--- src/sv/q2e_pkg.sv ---
// Package for the quaternion to Euler angle unit.
// Holds the fixed-point widths, angle constants, the arctangent table and the side-band structs.
// Used by every module of the block.
`default_nettype none

package q2e_pkg;

  // Width of the sums of products and of the atan2 operands (Q.28).
  localparam int unsigned SumW = 34;
  // Width of the CORDIC vector registers, with headroom for the gain.
  localparam int unsigned VecW = 38;
  // Width of the Q.30 angle accumulator.
  localparam int unsigned AngW = 35;
  // Width of the operand of the square root (Q.56) and of its root (Q.28).
  localparam int unsigned RadW  = 57;
  localparam int unsigned RootW = 29;

  localparam logic signed [AngW-1:0] PiQ30 = 35'sd3373259426;
  localparam logic signed [SumW-1:0] OneQ28 = 34'sd268435456;
  localparam logic signed [18:0] PiQ13  = 19'sd25736;
  localparam logic signed [18:0] Pi2Q13 = 19'sd12868;

  // atan(2^-i) in Q.30, truncated.
  function automatic logic signed [AngW-1:0] atan_entry(input int unsigned i);
    logic signed [AngW-1:0] r;
    r = '0;
    case (i)
      0:  r = 35'sh03243F6A8;
      1:  r = 35'sh01DAC6705;
      2:  r = 35'sh00FADBAFC;
      3:  r = 35'sh007F56EA6;
      4:  r = 35'sh003FEAB76;
      5:  r = 35'sh001FFD55B;
      6:  r = 35'sh000FFFAAA;
      7:  r = 35'sh0007FFF55;
      8:  r = 35'sh0003FFFEA;
      9:  r = 35'sh0001FFFFD;
      10: r = 35'sh0000FFFFF;
      11: r = 35'sh00007FFFF;
      12: r = 35'sh00003FFFF;
      13: r = 35'sh00001FFFF;
      14: r = 35'sh00000FFFF;
      15: r = 35'sh000007FFF;
      16: r = 35'sh000003FFF;
      17: r = 35'sh000001FFF;
      18: r = 35'sh000000FFF;
      19: r = 35'sh0000007FF;
      20: r = 35'sh0000003FF;
      21: r = 35'sh0000001FF;
      22: r = 35'sh0000000FF;
      23: r = 35'sh00000007F;
      default: r = '0;
    endcase
    return r;
  endfunction

  // Operands and sinp of one beat, carried alongside the square root.
  typedef struct packed {
    logic signed [SumW-1:0] roll_y;
    logic signed [SumW-1:0] roll_x;
    logic signed [SumW-1:0] yaw_y;
    logic signed [SumW-1:0] yaw_x;
    logic signed [SumW-1:0] sinp;
  } side_t;

  // Pitch status carried alongside the pitch CORDIC.
  typedef struct packed {
    logic clamp;
    logic neg;
  } pstat_t;

endpackage

`default_nettype wire

--- src/sv/q2e_isqrt.sv ---
// Pipelined floor integer square root, one result bit per stage.
// Depends on q2e_pkg for the operand and root widths.
`default_nettype none

module q2e_isqrt
  import q2e_pkg::*;
(
  input  wire logic             clk_i,
  input  wire logic             en_i,
  input  wire logic [RadW-1:0]  rad_i,
  output logic      [RootW-1:0] root_o
);

  localparam int unsigned Steps = RootW;

  logic [RadW-1:0] rem_q  [Steps];
  logic [RadW:0]   root_q [Steps];

  // Stage k tries the bit weight 4^(Steps-1-k) against the remainder.
  for (genvar k = 0; k < Steps; k++) begin : g_stage
    localparam logic [RadW+1:0] Bit = (RadW+2)'(1) << (2 * (Steps - 1 - k));
    logic [RadW-1:0] rem_in;
    logic [RadW:0]   root_in;
    logic [RadW+1:0] trial;
    logic [RadW-1:0] rem_d;
    logic [RadW:0]   root_d;

    if (k == 0) begin : g_first
      assign rem_in  = rad_i;
      assign root_in = '0;
    end else begin : g_next
      assign rem_in  = rem_q[k-1];
      assign root_in = root_q[k-1];
    end

    always_comb begin
      trial = {1'b0, root_in} + Bit;
      if ({2'b00, rem_in} >= trial) begin
        rem_d  = rem_in - trial[RadW-1:0];
        root_d = (root_in >> 1) + Bit[RadW:0];
      end else begin
        rem_d  = rem_in;
        root_d = root_in >> 1;
      end
    end

    always_ff @(posedge clk_i) begin
      if (en_i) begin
        rem_q[k]  <= rem_d;
        root_q[k] <= root_d;
      end
    end
  end

  assign root_o = root_q[Steps-1][RootW-1:0];

endmodule

`default_nettype wire

--- config.mk ---
export PLATFORM = sky130hd
export DESIGN_NAME = q2e_isqrt
export DESIGN_NICKNAME = d
export VERILOG_FILES = /design/src/sv/q2e_pkg.sv /design/src/sv/q2e_isqrt.sv
export SDC_FILE = /design/constraint.sdc
export NUM_CORES = 2
export LEC_CHECK = 0
export BUFFER_PORTS_ARGS = -buffer_cell sky130_fd_sc_hd__buf_2
export CAP_MARGIN = 20
export CORE_ASPECT_RATIO = 0.6
export CORE_MARGIN = 1
export CORE_UTILIZATION = 47
export CTS_BUF_LIST = sky130_fd_sc_hd__clkbuf_2
export DETAILED_ROUTE_END_ITERATION = 12
export SYNTH_ARGS = -nofsm -noshare
export SYNTH_HDL_FRONTEND = slang
export SYNTH_SLANG_ARGS = --single-unit
--- constraint.sdc ---
create_clock -name clk_i -period 4.2 [get_ports clk_i]
set_input_delay 0.42 -clock clk_i [delete_from_list [all_inputs] [get_ports clk_i]]
set_output_delay 0.42 -clock clk_i [all_outputs]
set_load 0.01 [all_outputs]
# Yosys cells after proc, flatten, opt, wreduce, memory -nomap -nowiden
# Memory sizes are Yosys's and may differ from the RTL's.
# Index checks and enable logic that the tools add are counted.
[totals]
regBits = 0
mem_bits_rw = 3335
inputBits = 59
out_inout_bits = 29
n_memories = 2
[mem_list]
columns = ["name", "words", "word_bits", "read_ports", "rd_clocked_by_memory_dff", "wr", "line", "text"]
rows = [
  ["root_q", 29, 58, 29, 0, 29, "q2e_isqrt.sv:17", "logic [RadW:0] root_q [Steps];"],
  ["rem_q", 29, 57, 28, 0, 29, "q2e_isqrt.sv:16", "logic [RadW-1:0] rem_q [Steps];"],
]
[op_classes]
n_addsub = 85
order_cmp = 29
mux = 60
[ops]
columns = ["operator", "count"]
rows = [
  ["57-bit 2-to-1 mux", 30],
  ["57-bit by 59-bit >= comparator with 1-bit output", 28],
  ["58-bit 2-to-1 mux", 28],
  ["57-bit subtractor", 28],
  ["58-bit by 1-bit adder with 59-bit output (second input constant)", 1],
  ["58-bit by 11-bit adder with 59-bit output (second input constant)", 1],
  ["58-bit by 13-bit adder with 59-bit output (second input constant)", 1],
  ["58-bit by 15-bit adder with 59-bit output (second input constant)", 1],
  ["58-bit by 17-bit adder with 59-bit output (second input constant)", 1],
  ["58-bit by 19-bit adder with 59-bit output (second input constant)", 1],
  ["58-bit by 21-bit adder with 59-bit output (second input constant)", 1],
  ["58-bit by 23-bit adder with 59-bit output (second input constant)", 1],
  ["58-bit by 25-bit adder with 59-bit output (second input constant)", 1],
  ["58-bit by 27-bit adder with 59-bit output (second input constant)", 1],
  ["58-bit by 29-bit adder with 59-bit output (second input constant)", 1],
  ["58-bit by 3-bit adder with 59-bit output (second input constant)", 1],
  ["58-bit by 31-bit adder with 59-bit output (second input constant)", 1],
  ["58-bit by 33-bit adder with 59-bit output (second input constant)", 1],
  ["58-bit by 35-bit adder with 59-bit output (second input constant)", 1],
  ["58-bit by 37-bit adder with 59-bit output (second input constant)", 1],
  ["58-bit by 39-bit adder with 59-bit output (second input constant)", 1],
  ["58-bit by 41-bit adder with 59-bit output (second input constant)", 1],
  ["58-bit by 43-bit adder with 59-bit output (second input constant)", 1],
  ["58-bit by 45-bit adder with 59-bit output (second input constant)", 1],
  ["other kinds (39)", 40],
]

# Longest topological paths before layout
# An unclocked memory read counts as a cell.
[logic_depth]
ltp_word = 4
depth_mapped = 14

# Worst setup path before layout
# OpenSTA, ideal clock, no wires.
[synth_timing]
kind = "register to register"
from = "memory rem_q[17][45], in the netlist rem_q[1][102]"
to = "memory rem_q[18][43], in the netlist rem_q[1][157], data pin"
setup_time_ns = 0.261
arrival_ns = 3.270
required_ns = 3.939
setup_slack_ns = 0.669
path_stages_with_launch = 11
period_less_slack_ns = 3.531
cell_sequence = "edfxtp_1 -> or4_4 -> or4b_4 -> or4_4 -> or3_1 -> or3_1 -> a21o_1 -> buf_6 -> and3b_1 -> buf_6 -> xor2_1"
[synth_rtl]
columns = ["item", "line"]
rows = [
  ["from (decl)", "q2e_isqrt.sv:16"],
]

==> impl_results.md <==
- Outcome: finished with violations
- Failing checks: setup timing
- P_sw: 18.93 mW
- Worst Hold Launch: rem_q[0][298]
- Post-synthesis cell area: 96900 µm²
- Hold path endpoint: rem_q[0][355]
- Clock Path Buffers: 4
- Buf/Inv on CP: 2
- CP dominant cell by count: or4_4
- Die H: 353.7 µm
- Io pins: 88
- Post-synthesis mux area share: 0.8897%
- Grt peak-use layer: met1
- Post-synth EDFFs: 2031
- Core ar.: 203900 µm²
- Initial Utilization: 47.53%
- Arr. time, crit path: 5550 ps
- Max Cap Viol: 0
- Met2 Usage GRT: 25.97%
- Clock power frac: 23.2%
- Leakage: 42.21 nW
- Pwr Total: 55.12 mW
- Final Non-Filler Cells: 11590
- CP Cell Sequence: or4_4 -> or3_4 -> nor2_4 -> buf_8 -> nand4_1 -> o211ai_1 -> buf_4 -> nor2b_4 -> or4_4 -> nor3_4 -> xor2_1
- Worst IR drop on VDD: 0.2156 mV
- Least-Margin Pin Slew: 1160 ps
- Final Skew: 200.9 ps
- Via density: 5.759
- # clock sinks: 2031
- Cell Pwr Density: 506.8 nW/µm²
- Crit-path slowest cell: nand4_1
- Port Buf Inserts: 87
- Crit path max fanout: 8
- Sw Ratio: 34.35%
- CTS H-tree lvls: 5
- CTS tree: built
- Hold-critical path depth: 0
- R2R depth: 11
- Root Buffer: clkbuf_2
- Post-DRT Antenna Nets: 0
- Placed insts: 10580
- CP startpoint kind: flop
- Setup Viol. Count Final: 1
- R2r setup slk: -6 ps
- Adder-cell share of the synthesized area: 5.940%
- Die area: 208000 µm²
- Post-Synthesis Cells: 7669
- Fin. max-slew vios: 0
- Initial DRC Count: 8538
- Row count: 128
- Max-slew headroom: 22.37%
- Cell-internal power: 36.18 mW
- Vias post-DR: 66770
- Largest net degree at the start of global routing: 151
- Clock Pin Slew Worst Setup and Hold Paths: 110 ps
- HPWL after DPL: 203000 µm
- Synthesized Nets: 8188
- Inserted Clock Buffers: 466
- Crit end category: flop
- Initial antenna violation count: 12
- Syn. warnings: 0
- RD Place Congestion: 0.9706
- Crit path time final: 4206 ps
- Complex-gate fraction of the synthesized area: 9.279%
- Fillers: 17530
- Total iterations of the first detailed-routing run: 7
- Ys flop type: edfxtp_1
- Vias in the first global route: 61290
- Combinational Power Share: 25.9%
- GRT Total Usage: 25.91%
- Post-placement cell area: 102500 µm²
- Period Utilization, post-route: 100.1%
- Share of post-route cells with drive strength above 1: 14.13%
- CP top delay family: simple AND/OR/NAND/NOR gates
- Critical setup path kind: reg2reg
- PnR worst setup slack: -6.196 ps
- Critical Path RT: 5550 ps
- Async SR Flop Fraction: 0%
- Finished layout cell area: 108800 µm²
- Worst hold path type: reg2reg
- Unrepaired setup endpoints after global routing: yes
- Avg WL per Cell: 23.74 µm
- Final Core Density: 53.34%
- Die Wd: 588.2 µm
- Synthesis-to-layout area growth: 12.23%
- Syn Area/Cell: 12.64 µm²
- Clock Latency Late Sink: 1730 ps
- Nets: 9023
- Simple-gate share of the synthesized area: 11.86%
- F_max: 237.7 MHz
- Final Hold Viols: 0
- Congestion Overflow GR: 0
- Synthesis-stage register bit count: 2031
- First-pass GRT wire length: 401300 µm
- Setup tns final: -6.196 ps
- Post-synthesis xor/xnor area fraction: 6.192%
- Sequential power share: 50.9%
- CP max stage delay: 650 ps
- Reg-to-Reg Start: rem_q[1][436]
- GRT met3 Usage: 12.11%
- GR Util met1: 45.55%
- Largest family of logic cells by synthesized area: simple AND/OR/NAND/NOR gates
- Number of remaining DRC errors: 0
- Final WL: 275300 µm
- Synth cell types: 82
- RR Endpoint: rem_q[1][510]
- Sequential share of the synthesized area: 62.94%
[worst reg2reg max path: stages, from the launching register on]
cell	delay, ps
edfxtp_1	430
or4_4	560
or3_4	420
nor2_4	120
buf_8	160
nand4_1	670
o211ai_1	430
buf_4	180
nor2b_4	40
or4_4	640
nor3_4	180
xor2_1	90
[layout make-up]
cell class | count | area, µm² | area share [%]
multi-input combinational | 4895 | 33440 | 30.75
tap | 2730 | 3416 | 3.141
antenna | 8 | 20.02 | 0.01841
clock inverter | 136 | 691.9 | 0.6362
timing repair buffer | 526 | 4578 | 4.210
sequential | 2031 | 60990 | 56.08
clock buffer | 684 | 3423 | 3.148
inverter | 584 | 2192 | 2.016
[worst max path at each step]
stage | slack [ps] | from | to | depth (start not counted)
after global placement | -1090 | rem_q[1][434] | rem_q[1][510] | 10
after global routing | -220 | rem_q[1][433] | rem_q[1][510] | 12
after CTS | 0.8 | rem_q[1][436] | rem_q[1][506] | 12
after detailed placement | -210 | rem_q[1][434] | rem_q[1][498] | 11
after floorplan | 670 | rem_q[1][102] | rem_q[1][157] | 10
final | -6 | rem_q[1][436] | rem_q[1][510] | 11
[synth_stat cells, types with 13 or more instances]
cell | number | area [µm²]
a211o_1 | 14 | 122.6
a211oi_1 | 31 | 232.7
a21boi_0 | 29 | 217.7
a21o_1 | 188 | 1411
a21oi_1 | 462 | 2312
a31oi_1 | 42 | 262.8
and2_1 | 27 | 168.9
and3_1 | 46 | 287.8
and4_1 | 18 | 157.7
buf_1 | 18 | 67.56
clkbuf_1 | 137 | 514.2
edfxtp_1 | 2031 | 60990
ha_1 | 460 | 5756
inv_1 | 583 | 2188
mux2_2 | 65 | 732.0
mux2i_1 | 13 | 130.1
nand2_1 | 490 | 1839
nand2b_1 | 92 | 575.6
nand3_1 | 136 | 680.7
nand3b_1 | 29 | 217.7
nand4_1 | 115 | 719.4
nand4b_1 | 17 | 148.9
nor2_1 | 510 | 1914
nor2b_1 | 52 | 325.3
nor3_1 | 195 | 975.9
nor4_1 | 265 | 1658
nor4b_1 | 28 | 245.2
o2111ai_1 | 15 | 131.4
o211ai_1 | 30 | 225.2
o21a_1 | 83 | 623.1
o21ai_0 | 329 | 1647
o21bai_1 | 33 | 247.7
o221ai_1 | 13 | 113.9
o31ai_1 | 43 | 322.8
or2_2 | 22 | 137.6
or3_1 | 64 | 400.4
or4_1 | 70 | 525.5
xnor2_1 | 397 | 3477
xor2_1 | 288 | 2522
[cells in the final DEF, fill, tap and decap left out, types with 255 or more instances in the layout]
| master | n |
|---|---|
| edfxtp_1 | 2031 |
| clkbuf_2 | 684 |
| inv_1 | 582 |
| nor2_1 | 507 |
| nand2_1 | 490 |
| ha_1 | 460 |
| a21oi_1 | 459 |
| xnor2_1 | 397 |
| o21ai_0 | 328 |
| xor2_1 | 288 |
| nor4_1 | 255 |
[power by group through the flow]
stage	clock, mW	combinational, mW	sequential (mW)
after detailed placement	0	13.4	28.4
after CTS	13.2	13.8	28.0
after floorplan	0	9.03	27.3
final	12.8	14.3	28.0
after global routing	14.2	15.4	28.3
after global placement	0	13.3	28.4
[flip-flops by register name, summed over array words and instances (netlist names)]
register and cells:
root_q 435, rem_q 1596
[cells by family after synthesis]
family	after synthesis
compound gates	1439
xor+xnor	685
fa+ha+maj	460
buf+inv	743
flops	2031
mux	78
other cells	1
simple gates	2232
[timing repair]
action / 4_1_cts / 5_1_grt
setup buffers: 5 / 4
pin swaps: 2 / 7
resized for setup: 9 / 49
hold buffers: 174 / 0
hold endpoints to repair: 2088 / 0
endpoints found under the setup margin: 39 / 137
[routing by layer]
metal	part of all wire, %	routed length (µm)
met2	31	84480
met1	53	144600
met5	0.38	1043
met4	1.3	3462
met3	15	41670
[metrics by stage]
step	hold slack, ps	setup slack (ps)
after global routing	276.1	-217.2
after CTS	213.7	0.8469
after global placement	428.3	-1094
final	329.2	-6.196
after floorplan	416.6	668.9
after detailed placement	427.5	-206.2
No activity file was read; power rests on OpenSTA's default activity.
